==> config.mk <==
export PLATFORM = sky130hd
export DESIGN_NAME = ascii_command_responder
export DESIGN_NICKNAME = d
export VERILOG_FILES = /design/src/rtl/core/acr_pkg.sv /design/src/rtl/core/acr_front.sv /design/src/rtl/core/acr_queue.sv /design/src/rtl/core/acr_back.sv /design/src/rtl/core/ascii_command_responder.sv
export SDC_FILE = /design/constraint.sdc
export NUM_CORES = 1
export LEC_CHECK = 0
export ABC_AREA = 1
export BUFFER_PORTS_ARGS = -buffer_cell sky130_fd_sc_hd__buf_2
export CAP_MARGIN = 25
export CORE_ASPECT_RATIO = 1.5
export CORE_MARGIN = 5
export CORE_UTILIZATION = 57
export CTS_BUF_LIST = sky130_fd_sc_hd__clkbuf_4 sky130_fd_sc_hd__clkbuf_8
export DETAILED_ROUTE_END_ITERATION = 10
export GPL_TIMING_DRIVEN = 0
export HOLD_SLACK_MARGIN = 0.03
export PLACE_DENSITY = 0.74
export SYNTH_ARGS = -nofsm -noshare
export SYNTH_HDL_FRONTEND = slang
export SYNTH_SLANG_ARGS = --single-unit
export TNS_END_PERCENT = 10
==> constraint.sdc <==
create_clock -name i_clk -period 13.3 [get_ports i_clk]
set_input_delay 1.33 -clock i_clk [delete_from_list [all_inputs] [get_ports i_clk]]
set_output_delay 1.33 -clock i_clk [all_outputs]
set_load 0.01 [all_outputs]
==> src/rtl/core/acr_pkg.sv <==
// Shared types, constants and helper functions of the ASCII command responder.
package acr_pkg;

    localparam int FRAME_DEPTH  = 16;
    localparam int SENSOR_COUNT = 3;
    localparam int TEMP_FIELDS  = 3;
    localparam int POS_USED     = 11;
    localparam int STORE_IDX_W  = $clog2(FRAME_DEPTH);

    localparam logic [1:0] RSP_RESET = 2'd0;
    localparam logic [1:0] RSP_HEAD  = 2'd1;
    localparam logic [1:0] RSP_TEMP  = 2'd2;

    localparam logic [4:0] LEN_RESET = 5'd9;
    localparam logic [4:0] LEN_HEAD  = 5'd5;
    localparam logic [4:0] LEN_TEMP  = 5'd17;

    localparam logic [11:0] THRESHOLD_RESET = 12'd32;
    localparam logic [15:0] ADDR_RESET      = 16'd1;

    typedef struct packed {
        logic              kind;
        logic [7:0]        char_in;
        logic              frame_end;
        logic [1:0]        sensor_index;
        logic signed [11:0] raw_reading;
    } t_in;

    typedef struct packed {
        logic [7:0]  char_out;
        logic        last;
        logic [15:0] pwm_compare;
    } t_out;

    typedef struct packed {
        logic        neg;
        logic [10:0] mag;
    } t_temp;

    typedef struct packed {
        logic [1:0]                   code;
        logic                         ok;
        logic [15:0]                  addr;
        t_temp [TEMP_FIELDS-1:0]      temps;
        logic [15:0]                  cmp;
    } t_resp;

    function automatic logic is_hex(input logic [7:0] c);
        return (c >= 8'h30 && c <= 8'h39) || (c >= 8'h41 && c <= 8'h46);
    endfunction

    function automatic logic [7:0] hex_val(input logic [7:0] c);
        logic [7:0] v;
        if (c >= 8'h30 && c <= 8'h39) v = c - 8'h30;
        else if (c >= 8'h41 && c <= 8'h46) v = c - 8'h37;
        else v = c;
        return v;
    endfunction

    function automatic logic [7:0] hex_byte(input logic [7:0] hi, input logic [7:0] lo);
        logic [7:0] h;
        h = hex_val(hi);
        return {h[3:0], 4'h0} + hex_val(lo);
    endfunction

    function automatic logic [7:0] hex_char(input logic [3:0] nib);
        return (nib <= 4'd9) ? {4'h0, nib} + 8'h30 : {4'h0, nib} + 8'h37;
    endfunction

    function automatic logic [7:0] reset_msg(input logic [4:0] idx);
        logic [7:0] c;
        case (idx)
            5'd0:    c = "!";
            5'd1:    c = "R";
            5'd2:    c = "E";
            5'd3:    c = "S";
            5'd4:    c = "E";
            5'd5:    c = "T";
            5'd6:    c = "_";
            5'd7:    c = "O";
            default: c = "K";
        endcase
        return c;
    endfunction

    // Four decimal characters of a tenths value, magnitude at most 1280
    function automatic logic [3:0][7:0] temp_chars(input t_temp t);
        logic [10:0] r1;
        logic        th;
        logic [9:0]  r;
        logic [15:0] hp;
        logic [3:0]  hd;
        logic [6:0]  r2;
        logic [14:0] tp;
        logic [3:0]  td;
        logic [6:0]  od;
        logic [3:0][7:0] s;
        th = (t.mag >= 11'd1000);
        r1 = th ? t.mag - 11'd1000 : t.mag;
        r  = r1[9:0];
        hp = 16'(r) * 16'd41;
        hd = hp[15:12];
        r2 = 7'(r - 10'(hd) * 10'd100);
        tp = 15'(r2) * 15'd205;
        td = tp[14:11];
        od = r2 - 7'(td) * 7'd10;
        s[3] = t.neg ? "-" : (th ? 8'h31 : 8'h30);
        s[2] = 8'h30 + {4'h0, hd};
        s[1] = 8'h30 + {4'h0, td};
        s[0] = 8'h30 + {1'b0, od};
        return s;
    endfunction

endpackage

==> src/rtl/core/acr_front.sv <==
// Front end: accepts words, filters sensor readings, collects and evaluates frames.
module acr_front (
    input  logic             i_clk,
    input  logic             i_rst_n,
    input  logic             i_valid,
    input  acr_pkg::t_in     i_in,
    input  logic             i_full,
    input  logic             i_cfg_valid,
    input  logic [11:0]      i_cfg_data,
    output logic             o_stall,
    output logic             o_push,
    output acr_pkg::t_resp   o_resp
);
    import acr_pkg::*;

    logic [7:0]               r_store [FRAME_DEPTH];
    logic [7:0]               r_len;
    logic [15:0]              r_node, n_node;
    logic [15:0]              r_cmp, n_cmp;
    logic [11:0]              r_thr;
    logic signed [11:0]       r_last [SENSOR_COUNT];
    logic [SENSOR_COUNT-1:0]  r_seen;

    logic                     acc;
    logic [7:0]               len_new;
    logic [7:0]               p [POS_USED];
    logic [15:0]              addr_in;
    logic [15:0]              v_s;
    logic [7:0]               v_p;
    logic                     bad_s, bad_p;
    logic [1:0]               code;
    logic                     ok, fire;
    t_temp [TEMP_FIELDS-1:0]  temps;

    assign o_stall = i_full;
    assign acc     = i_valid && !i_full;
    assign len_new = (r_len == 8'hFF) ? r_len : r_len + 8'd1;

    // Frame positions as they stand once this character is stored
    always_comb begin
        for (int i = 0; i < POS_USED; i++) begin
            if (8'(i) < len_new && i < FRAME_DEPTH)
                p[i] = (8'(i) == r_len) ? i_in.char_in : r_store[i];
            else
                p[i] = 8'h00;
        end
    end

    // Report values in tenths of a degree
    always_comb begin
        for (int f = 0; f < TEMP_FIELDS; f++) begin
            logic [11:0] a;
            logic [15:0] m;
            a = 12'h000;
            m = 16'h0000;
            if (f < SENSOR_COUNT) begin
                a = r_last[f][11] ? 12'(-r_last[f]) : 12'(r_last[f]);
                m = 16'(a) * 16'd10;
            end
            temps[f].mag = m[14:4];
            temps[f].neg = (f < SENSOR_COUNT) ? (r_last[f][11] && m[14:4] != 11'd0) : 1'b0;
        end
    end

    // Evaluate the frame on its closing character
    always_comb begin
        addr_in = {hex_byte(p[2], p[3]), hex_byte(p[4], p[5])};
        v_s     = {hex_byte(p[6], p[7]), hex_byte(p[8], p[9])};
        v_p     = hex_byte(p[6], p[7]);
        bad_s   = !is_hex(p[6]) || !is_hex(p[7]) || !is_hex(p[8]) || !is_hex(p[9]);
        bad_p   = !is_hex(p[6]) || !is_hex(p[7]);
        n_node  = r_node;
        n_cmp   = r_cmp;
        code    = RSP_HEAD;
        ok      = 1'b0;
        fire    = 1'b1;
        if (p[0] == "^" && p[1] == "R" && p[2] == "E" && p[3] == "S"
            && p[4] == "E" && p[5] == "T") begin
            n_node = ADDR_RESET;
            code   = RSP_RESET;
        end else if (addr_in != r_node) begin
            fire = 1'b0;
        end else if (p[0] == "^") begin
            case (p[1])
                "R", "T": begin
                    if (len_new == 8'd7) begin
                        code = RSP_TEMP;
                        ok   = 1'b1;
                    end
                end
                "S": begin
                    if (len_new == 8'd11 && !bad_s && v_s != 16'h0000) begin
                        n_node = v_s;
                        ok     = 1'b1;
                    end
                end
                "P": begin
                    if (!bad_p && len_new == 8'd9 && v_p <= 8'h64) begin
                        n_cmp = 16'(16'(v_p) * 16'd600);
                        ok    = 1'b1;
                    end
                end
                default: ok = 1'b0;
            endcase
        end
    end

    assign o_push       = acc && !i_in.kind && i_in.frame_end && fire;
    assign o_resp.code  = code;
    assign o_resp.ok    = ok;
    assign o_resp.addr  = n_node;
    assign o_resp.temps = temps;
    assign o_resp.cmp   = n_cmp;

    // Frame store holds payload only
    always_ff @(posedge i_clk) begin
        if (acc && !i_in.kind && r_len < 8'(FRAME_DEPTH))
            r_store[r_len[STORE_IDX_W-1:0]] <= i_in.char_in;
    end

    // Advance frame length, address, compare and the spike filter
    always_ff @(posedge i_clk) begin
        if (!i_rst_n) begin
            r_len  <= 8'h00;
            r_node <= ADDR_RESET;
            r_cmp  <= 16'h0000;
            r_thr  <= THRESHOLD_RESET;
            r_seen <= '0;
            for (int s = 0; s < SENSOR_COUNT; s++) r_last[s] <= 12'sd0;
        end else begin
            if (i_cfg_valid) r_thr <= i_cfg_data;
            if (acc && !i_in.kind) begin
                if (i_in.frame_end) begin
                    r_len  <= 8'h00;
                    r_node <= fire ? n_node : r_node;
                    r_cmp  <= fire ? n_cmp : r_cmp;
                end else begin
                    r_len <= len_new;
                end
            end
            if (acc && i_in.kind) begin
                for (int s = 0; s < SENSOR_COUNT; s++) begin
                    logic signed [12:0] d;
                    logic [12:0]        ad;
                    d  = 13'(i_in.raw_reading) - 13'(r_last[s]);
                    ad = d[12] ? 13'(-d) : 13'(d);
                    if (int'(i_in.sensor_index) == s
                        && (!r_seen[s] || ad <= {1'b0, r_thr})) begin
                        r_last[s] <= i_in.raw_reading;
                        r_seen[s] <= 1'b1;
                    end
                end
            end
        end
    end

endmodule

==> src/rtl/core/acr_queue.sv <==
// Two-entry queue of evaluated responses between front and back.
module acr_queue (
    input  logic            i_clk,
    input  logic            i_rst_n,
    input  logic            i_push,
    input  acr_pkg::t_resp  i_resp,
    input  logic            i_pop,
    output logic            o_full,
    output logic            o_empty,
    output acr_pkg::t_resp  o_resp
);
    import acr_pkg::*;

    t_resp       r_mem [2];
    logic        r_wr, r_rd;
    logic [1:0]  r_cnt;

    assign o_full  = (r_cnt == 2'd2);
    assign o_empty = (r_cnt == 2'd0);
    assign o_resp  = r_mem[r_rd];

    // Store pushed responses
    always_ff @(posedge i_clk) begin
        if (i_push) r_mem[r_wr] <= i_resp;
    end

    // Advance pointers and count
    always_ff @(posedge i_clk) begin
        if (!i_rst_n) begin
            r_wr  <= 1'b0;
            r_rd  <= 1'b0;
            r_cnt <= 2'd0;
        end else begin
            if (i_push) r_wr <= !r_wr;
            if (i_pop)  r_rd <= !r_rd;
            r_cnt <= r_cnt + 2'(i_push) - 2'(i_pop);
        end
    end

endmodule

==> src/rtl/core/acr_back.sv <==
// Back end: expands a queued response into characters on the output register.
module acr_back (
    input  logic            i_clk,
    input  logic            i_rst_n,
    input  logic            i_empty,
    input  acr_pkg::t_resp  i_resp,
    input  logic            i_stall,
    output logic            o_pop,
    output logic            o_valid,
    output acr_pkg::t_out   o_out
);
    import acr_pkg::*;

    logic [4:0]      r_idx;
    logic            r_valid;
    t_out            r_out;
    logic            load;
    logic [4:0]      len;
    logic [4:0]      k;
    logic [7:0]      ch;
    logic [3:0][7:0] digits;
    logic [7:0]      head;

    assign load = !i_empty && (!r_valid || !i_stall);
    assign k    = r_idx - 5'd5;

    // Pick the character at the current position
    always_comb begin
        unique case (i_resp.code)
            RSP_RESET: len = LEN_RESET;
            RSP_TEMP:  len = LEN_TEMP;
            default:   len = LEN_HEAD;
        endcase
        case (r_idx)
            5'd0:    head = i_resp.ok ? "!" : "?";
            5'd1:    head = hex_char(i_resp.addr[15:12]);
            5'd2:    head = hex_char(i_resp.addr[11:8]);
            5'd3:    head = hex_char(i_resp.addr[7:4]);
            default: head = hex_char(i_resp.addr[3:0]);
        endcase
        digits = temp_chars(i_resp.temps[k[3:2]]);
        if (i_resp.code == RSP_RESET)
            ch = reset_msg(r_idx);
        else if (r_idx < 5'd5)
            ch = head;
        else
            ch = digits[2'd3 - k[1:0]];
    end

    assign o_pop   = load && (r_idx == len - 5'd1);
    assign o_valid = r_valid;
    assign o_out   = r_out;

    // Load the output register with the next character
    always_ff @(posedge i_clk) begin
        if (load) begin
            r_out.char_out    <= ch;
            r_out.last        <= (r_idx == len - 5'd1);
            r_out.pwm_compare <= i_resp.cmp;
        end
    end

    // Advance position and output valid
    always_ff @(posedge i_clk) begin
        if (!i_rst_n) begin
            r_idx   <= 5'd0;
            r_valid <= 1'b0;
        end else begin
            if (load) begin
                r_idx   <= o_pop ? 5'd0 : r_idx + 5'd1;
                r_valid <= 1'b1;
            end else if (!i_stall) begin
                r_valid <= 1'b0;
            end
        end
    end

endmodule

==> src/rtl/core/ascii_command_responder.sv <==
// ASCII command responder: frame collection, sensor filter and response output.
//
// Input channel (i_in_valid / o_in_stall) carries one word per cycle: a command
// character or a sensor reading. A word is taken when valid is high and stall
// is low. Readings update the spike filter and give no response.
// On the character marked frame_end the frame is evaluated and the response is
// queued; the first response character appears on the output channel
// (o_out_valid / i_out_stall) after the response passes through the queue and
// the output register, then one character per cycle while not stalled, the
// final one flagged by last. Responses are 0, 5, 9 or 17 characters long.
// Throughput is one input word per cycle; the input stalls only when the
// two-entry response queue is full.
// When the receiver stalls, the output word holds and emission pauses.
// The configuration channel (i_cfg_valid / o_cfg_ready, always ready) writes
// the spike threshold register.
// Reset (synchronous, active low) empties queue and output, clears the frame
// length, filter history and compare value, and sets the node address to one.
module ascii_command_responder (
    input  logic            i_clk,
    input  logic            i_rst_n,
    input  logic            i_in_valid,
    input  acr_pkg::t_in    i_in,
    output logic            o_in_stall,
    output logic            o_out_valid,
    output acr_pkg::t_out   o_out,
    input  logic            i_out_stall,
    input  logic            i_cfg_valid,
    input  logic [11:0]     i_cfg_data,
    output logic            o_cfg_ready
);
    import acr_pkg::*;

    logic   push, pop, full, empty;
    t_resp  resp_in, resp_out;

    assign o_cfg_ready = 1'b1;

    acr_front u_front (
        .i_clk       (i_clk),
        .i_rst_n     (i_rst_n),
        .i_valid     (i_in_valid),
        .i_in        (i_in),
        .i_full      (full),
        .i_cfg_valid (i_cfg_valid),
        .i_cfg_data  (i_cfg_data),
        .o_stall     (o_in_stall),
        .o_push      (push),
        .o_resp      (resp_in)
    );

    acr_queue u_queue (
        .i_clk   (i_clk),
        .i_rst_n (i_rst_n),
        .i_push  (push),
        .i_resp  (resp_in),
        .i_pop   (pop),
        .o_full  (full),
        .o_empty (empty),
        .o_resp  (resp_out)
    );

    acr_back u_back (
        .i_clk   (i_clk),
        .i_rst_n (i_rst_n),
        .i_empty (empty),
        .i_resp  (resp_out),
        .i_stall (i_out_stall),
        .o_pop   (pop),
        .o_valid (o_out_valid),
        .o_out   (o_out)
    );

`ifndef SYNTHESIS
    a_no_overflow: assert property (@(posedge i_clk) disable iff (!i_rst_n)
        !(push && full))
        else $error("response queue overflow");
    a_no_underflow: assert property (@(posedge i_clk) disable iff (!i_rst_n)
        pop |-> !empty)
        else $error("response queue underflow");
    a_reset_idle: assert property (@(posedge i_clk)
        !i_rst_n |=> !o_out_valid && !full)
        else $error("output not idle after reset");
    a_stall_when_full: assert property (@(posedge i_clk) disable iff (!i_rst_n)
        full |-> o_in_stall)
        else $error("input taken while queue full");
`endif

endmodule

After elaboration in Yosys (flattened, before gate mapping)
Memories as Yosys holds them, arrays and structs flattened. A register that Yosys moved wholly into a read port is not among the register bits.
Index checks and enable logic that the tools add are counted.
Widths: inputs -> output; s select.
{"block": "word_totals", "register_bits": 90, "latchBits": 0, "ramBits": 306, "romBits": 56, "inputBits": 41, "output_inout_bits": 28, "wordCells": 360, "n_memories": 4}
{"memory": "u_queue.r_mem", "depth": 2, "word_bits": 71, "rd": 1, "rd_clocked_by_memory_dff": 1, "wr": 1, "line": "acr_queue.sv:14", "source": "t_resp r_mem [2];"}
{"memory": "u_front.r_store", "depth": 16, "word_bits": 8, "rd": 10, "rd_clocked_by_memory_dff": 0, "wr": 1, "line": "acr_front.sv:16", "source": "logic [7:0] r_store [FRAME_DEPTH];"}
{"memory": "(no name shown)", "depth": 8, "word_bits": 7, "rd": 1, "rd_clocked_by_memory_dff": 1, "wr": 0, "line": "acr_pkg.sv:72", "source": "case (idx)"}
{"memory": "u_front.r_last", "depth": 3, "word_bits": 12, "rd": 3, "rd_clocked_by_memory_dff": 0, "wr": 3, "line": "acr_front.sv:21", "source": "logic signed [11:0] r_last [SENSOR_COUNT];"}
{"block": "classes", "n_addsub": 50, "n_mul": 8, "div": 0, "n_lt_le_gt_ge": 55, "n_eq_ne": 32, "n_shift": 0, "mux": 112, "n_bitwise": 3, "n_reduce_logical": 81}
{"cell": "$mux 8", "n": 39}
{"cell": "$mux 16", "n": 10}
{"cell": "$mux 12", "n": 7}
{"cell": "$eq 8x7->1 const B", "n": 9}
{"cell": "$le 8x7->1 const B", "n": 9}
{"cell": "$ge 8x6->1 const B", "n": 8}
{"cell": "$ge 8x7->1 const B", "n": 8}
{"cell": "$le 8x6->1 const B", "n": 8}
{"cell": "$sub 8x6->8 const B", "n": 8}
{"cell": "$add 4x6->7 const B", "n": 8}
{"cell": "$mul 12x3->14 const B", "n": 3}
{"cell": "$le 13x12->1", "n": 3}
{"cell": "$logic_and 1x1->1", "n": 39}
{"cell": "$mux 13", "n": 3}
{"cell": "$neg 13->13", "n": 3}
{"cell": "$sub 12x12->13", "n": 3}
{"cell": "$neg 12->12", "n": 3}
{"cell": "$reduce_bool 11->1", "n": 3}
{"cell": "$add 8x8->8", "n": 4}
{"cell": "$eq 3x8->1 const A", "n": 4}
{"cell": "$lt 3x8->1 const A", "n": 4}
{"cell": "$mux 4", "n": 8}
{"cell": "$pmux 8 s4", "n": 1}
{"cell": "$mux 1", "n": 30}
{"cell": "55 further kinds", "n": 116}

Depth between registers and ports, before layout
{"block": "depth", "word_depth": 19, "ltp_mapped": 82, "depth_no_buf": 81}

By module
From an unflattened synthesis, not the netlist that was laid out.
{"block": "hier_totals", "cells_unflattened": 3425, "hier_area_um2": 28652.5}
{"mod": "acr_front", "instances": 1, "cells_per_inst": 2462, "area_per_inst_um2": 17838.4, "seq_area_each_um2": 4584.4}
{"mod": "acr_queue", "instances": 1, "cells_per_inst": 254, "area_per_inst_um2": 5703.0, "seq_area_each_um2": 4364.2}
{"mod": "acr_back", "instances": 1, "cells_per_inst": 707, "area_per_inst_um2": 5099.9, "seq_area_each_um2": 1011.0}
{"mod": "ascii_command_responder", "instances": 1, "cells_per_inst": 2, "area_per_inst_um2": 11.3, "seq_area_each_um2": 0.0}

Least setup slack after synthesis
Ideal clock, no wire load.
{"block": "synth_path", "path_type": "reg-to-reg", "from": "register u_back.r_idx[0]", "to": "register u_back.r_out, in the netlist u_back.o_out[22] (data pin)", "setup_time_ns": 0.257, "t_arrival_ns": 10.963, "t_required_ns": 13.043, "setup_slack_ns": 2.080, "path_stages_with_launch": 77, "n_path_buf": 1, "period_less_slack_ns": 11.220, "path_cell_list": "dfxtp_1 inv_1 ha_1 inv_1 nand2_1 nand2_1 buf_2 nand2_1 nand2_1 nand2_1 nand2_1 inv_1 ha_1 nor2_1 nand2_1 nor2_1 nor2_1 nand2_1 [41 not listed] nand3_1 nand2_1 a21o_1 nand2_1 nand2_1 inv_1 nand3_1 nand2_1 xor2_1 ha_1 ha_1 inv_1 ha_1 inv_1 xor2_1 ha_1 nand2_1 a32o_1"}
{"block": "synth_via", "elab_chain_cells": 16, "word_cells_on_any_way": 26, "cone_classes": "add/sub: 8; mul: 4; order compare: 2; eq/ne: 3; mux: 8; reduce/logical: 1"}
{"element": "from (decl)", "line": "acr_back.sv:14", "source": "logic [4:0] r_idx;"}
{"element": "from (signal assigned)", "line": "acr_back.sv:70", "source": "r_idx <= o_pop ? 5'd0 : r_idx + 5'd1;"}
{"element": "$sub 4x3->4", "line": "acr_back.sv:25", "source": "assign k = r_idx - 5'd5;"}
{"element": "$bmux 12 s2", "line": "acr_back.sv:41", "source": "digits = temp_chars(i_resp.temps[k[3:2]]);"}
{"element": "$mux 12 (implied by the code)", "line": "acr_back.sv:41"}
{"element": "$sub 10x10->10 or $ge 11x10->1 (tied branches)", "line": "acr_pkg.sv:99, acr_pkg.sv:98"}
{"element": "$mux 10", "line": "acr_pkg.sv:99", "source": "r1 = th ? t.mag - 11'd1000 : t.mag;"}
{"element": "$mul 10x6->16", "line": "acr_pkg.sv:101", "source": "hp = 16'(r) * 16'd41;"}
{"element": "$mul 4x5->5", "line": "acr_pkg.sv:103", "source": "r2 = 7'(r - 10'(hd) * 10'd100);"}
{"element": "$sub 7x7->7", "line": "acr_pkg.sv:103"}
{"element": "$mul 7x8->15", "line": "acr_pkg.sv:104", "source": "tp = 15'(r2) * 15'd205;"}
{"element": "$mul 4x3->6", "line": "acr_pkg.sv:106", "source": "od = r2 - 7'(td) * 7'd10;"}
{"element": "$sub 7x7->7", "line": "acr_pkg.sv:106"}
{"element": "$add 6x7->8", "line": "acr_pkg.sv:110", "source": "s[0] = 8'h30 + {1'b0, od};"}
{"element": "$bmux 8 s2", "line": "acr_back.sv:47", "source": "ch = digits[2'd3 - k[1:0]];"}
{"element": "$mux 8 (implied by the code)", "line": "acr_back.sv:47"}
{"element": "$mux 8 (*)", "line": "acr_back.sv:44", "source": "else if (r_idx < 5'd5)"}
{"element": "$mux 8 (*)", "line": "acr_back.sv:42", "source": "if (i_resp.code == RSP_RESET)"}
{"element": "net u_back.ch[5]", "line": "acr_back.sv:20", "source": "logic [7:0] ch;"}
{"element": "to (decl)", "line": "acr_back.sv:16", "source": "t_out r_out;"}
Mark *: on every way through the listed nets, which the timed path passes. The rest lies on a longest branch. The select of a mux whose other input is x is not followed.
A chain may end at the register's enable or synchronous reset.

Worst setup path after layout
{"block": "layout_path", "from": "register u_back.r_idx[0]", "to": "register u_back.r_out, in the netlist u_back.o_out[23] (data pin)"}
Same word-level chain as after synthesis.

==> impl_metrics.csv <==
group,metric,value,unit
finish,multi_input_area,14900,sq um
timing,final-hold-violation-count,0,
yosys,synth_nets,3699,
timing,setup_violations,0,
clocking,clock_path_buffers,3,
global_routing,grt.overflow.total,0,
finish,register_area,9960,sq um
timing,period_share,0.936,
route,viasPerCell,5.42,
setup_path,worstPathMaxFanout,10,
global_routing,grt_pass1_vias,22300,
finish,fin_nets,3836,
global_routing,grt_pass1_wl,104,mm
pwr,ir_drop,0.0000920,V
yosys,ys_types,68,
route,drt_wl_total,63.6,mm
finish,drive_above_1_share,0.0870,
route,ant_nets,0,
clocking,cts_buffers,52,
yosys,yosysWarnings,0,
placement,portBuffers,66,
yosys,syn_area_per_cell,8.19,sq um
timing,relSlewSlack,0.362,
clocking,clkTransAtPathRegs,0.07,ns
setup_path,critPathMaxStageDelay,0.51,ns
clocking,cts_tree,"yes",
setup_path,crit_type,"flop to flop",
setup_path,path_buf_inv,16,
finish,area_delta_synth_final,9.44,%
setup_path,required,13.69,ns
route,vias,22100,
die,start_util,0.578,
clocking,htree_levels,2,
timing,period_needed,12.45,ns
setup_path,cp_common_cell,"nand2_1",
pwr,powerDensity,90.3,nW/um^2
die,core-area,46800,sq um
timing,worst_slew_pin_slew,0.948,ns
global_routing,grtUsageMet3,0.0265,
yosys,synthCells,3303,
global_routing,top_usage_layer,"met2",
die,num_rows,97,
route,post-route-drc-count,0,
timing,finalClockSkew,0.0452,ns
clocking,clkLatencyLatePin,0.65,ns
setup_path,slowest_stage,"fa_1",
die,die_h,277,um
placement,place_hpwl,50.3,mm
global_routing,grtUsageMet2,0.443,
timing,fin_hold_ws,0.434,ns
yosys,syn-cell-area,27100,sq um
clocking,cts-root-buf,"clkbuf_8",
yosys,ys_seq_area_frac,0.368,
placement,placed_cells,3968,
die,die_w,188,um
clocking,clock_sinks,356,
yosys,synth_flop_cell,"edfxtp_1",
pwr,p_leak,14.2,nW
die,die-area,52000,sq um
setup_path,worstPathArrival,12.84,ns
finish,nFillCells,4034,
route,wl_per_cell,15.6,um
yosys,ys_async_sr_fraction,0,
yosys,synth_edf_count,283,
global_routing,grt_max_degree,35,
setup_path,crit_family,"adder cells",
global_routing,grt_antenna_before_repair,1,
setup_path,end_kind,"flop",
hold_path,worst_hold_path_type,"flop to flop",
die,io_pins,69,
timing,slew_viol_final,0,
flow_run,drv_cap,0,
global_routing,grt_usage,0.238,
timing,max_freq,80.3,MHz
finish,stdcell_count,4080,
setup_path,crit_path_start_kind,"flop",
route,first_pass_iters,5,
global_routing,gr-usage-met1,0.272,
route,drtIter0Drc,1162,
placement,place.gp.congestion,0.966,
yosys,ys_ff_latch,356,
run_status,outcome,"finished clean",
[final timing paths]
kind / start / depth (start not counted) / slack [ns] / end
setup / recovery: u_back.r_idx[0]$_SDFFE_PN0P_ / 81 / 0.85 / u_back.o_out[23]$_DFFE_PP_
hold / removal: u_front.r_cmp[2]$_SDFFE_PN0P_ / 2 / 0.43 / u_front.r_cmp[2]$_SDFFE_PN0P_
setup reg to reg: u_back.r_idx[0]$_SDFFE_PN0P_ / 81 / 0.85 / u_back.o_out[23]$_DFFE_PP_
hold reg to reg: u_front.r_cmp[2]$_SDFFE_PN0P_ / 2 / 0.43 / u_front.r_cmp[2]$_SDFFE_PN0P_
[metrics by stage]
stage | util | setup TNS, ns | power [mW] | cell area [sq um] | setup slack [ns]
3_5_place_dp | 0.603 | -0.391 | 1.75 | 28200 | -0.170
2_1_floorplan | - | 0 | 1.63 | 27100 | 2.08
3_3_place_gp | 0.601 | 0 | 1.73 | 28100 | 0.375
5_1_grt | 0.632 | -0.182 | 2.81 | 29600 | -0.136
6_report | 0.632 | 0 | 2.67 | 29600 | 0.847
4_1_cts | 0.628 | 0 | 2.69 | 29400 | 0.131
[placed cells by master, fill, tap and decap left out, drive strengths merged, types with 4 or more instances in the layout]
cell type / instances
nand2: 712
inv: 540
or2: 22
a211oi: 9
fa: 30
buf: 111
clkinv: 30
o22ai: 5
a31oi: 17
o211ai: 7
o21bai: 16
o221ai: 5
xnor2: 35
a21oi: 167
clkinvlp: 4
nor2: 284
and2: 5
nand3: 158
o2111ai: 6
ha: 325
clkbuf: 97
a21o: 5
nand3b: 10
o21ai: 224
nor3: 46
mux2i: 5
xor2: 152
nor4: 19
nand4: 35
o21a: 9
edfxtp: 283
o31ai: 7
and3: 7
dfxtp: 73
[metal layers]
layer,wire length [um],vias up
met5,0,-
li1,-,11200
met2,32500,586
met4,2980,0
met1,25400,10100
met3,2770,176
[cell families (layout without fill, tap and decap cells)]
logic type / Yosys count / count (layout) / share of synthesized area
adders and majority gates: 355 / 355 / 0.172
xor gates and xnor gates: 187 / 187 / 0.0605
AOI/OAI and AO/OA: 494 / 494 / 0.103
other: 1 / 3 / 0.000139
buffers and inverters: 604 / 785 / 0.0868
and+or+nand+nor: 1301 / 1301 / 0.207
DFF: 356 / 356 / 0.368
muxes: 5 / 5 / 0.00185
[synthesized netlist by cell type (12+ instances only)]
master    instances  share of area
o21bai_1         16         0.0044
a21oi_1         166          0.031
nor4_1           18         0.0042
ha_1            325           0.15
dfxtp_1          73          0.054
o21ai_0         200          0.037
nand4_1          34         0.0079
xnor2_1          35          0.011
a31oi_1          16         0.0037
fa_1             30          0.022
nand3_1         151          0.028
nor2_1          274          0.038
clkbuf_1         33         0.0046
inv_2            12         0.0017
nand2_2          14         0.0032
xor2_1          152          0.049
o21ai_1          20         0.0037
nand2_1         696          0.097
or2_2            21         0.0049
inv_1           525          0.073
edfxtp_1        283           0.31
nor3_1           43         0.0080
[sequential cells by signal, summed over array words and instances, names as in the netlist, named ones only]
register,count
u_front.r_cmp,16
u_queue.r_rd,1
u_front.r_node,16
u_front.r_store,80
u_queue.r_cnt,2
u_queue.r_wr,1
u_back.o_valid,1
u_back.r_idx,5
u_queue.r_mem,142
u_front.r_thr,12
u_front.r_len,8
u_front.r_seen,3
u_front.r_last,36
u_back.o_out,25
[repair_timing]
| action | in CTS | in global routing |
|---|---|---|
| setup endpoints to repair | 3 | 5 |
| setup buffers | 2 | 9 |
| gates cloned | 0 | 0 |
| hold buffers | 0 | 0 |
| pin swaps | 1 | 5 |
| resized for setup | 5 | 33 |
[report_power, final]
group          total [mW]  leakage [nW]  switching, mW  internal, mW
Clock               0.936         0.586          0.450         0.486
Combinational       0.498          10.5          0.316         0.182
Sequential           1.24          3.10        0.00665          1.23
Total                2.67          14.2          0.773          1.90
[tightest hold or removal path: stages (launching register included)]
cell and delay [ns]:
dfxtp_1 0.31, nand2_1 0.05, nor2_1 0.03
[layout make-up]
type | count | area share
Clock inverter | 34 | 0.00976
Sequential cell | 356 | 0.336
Multi-Input combinational cell | 2343 | 0.502
Clock buffer | 64 | 0.0283
Antenna cell | 2 | 0.000169
Buffer | 61 | 0.0110
Tap cell | 594 | 0.0251
Timing Repair Buffer | 83 | 0.0177
Inverter | 543 | 0.0690
Note: power is estimated with default switching activity, not from simulation.
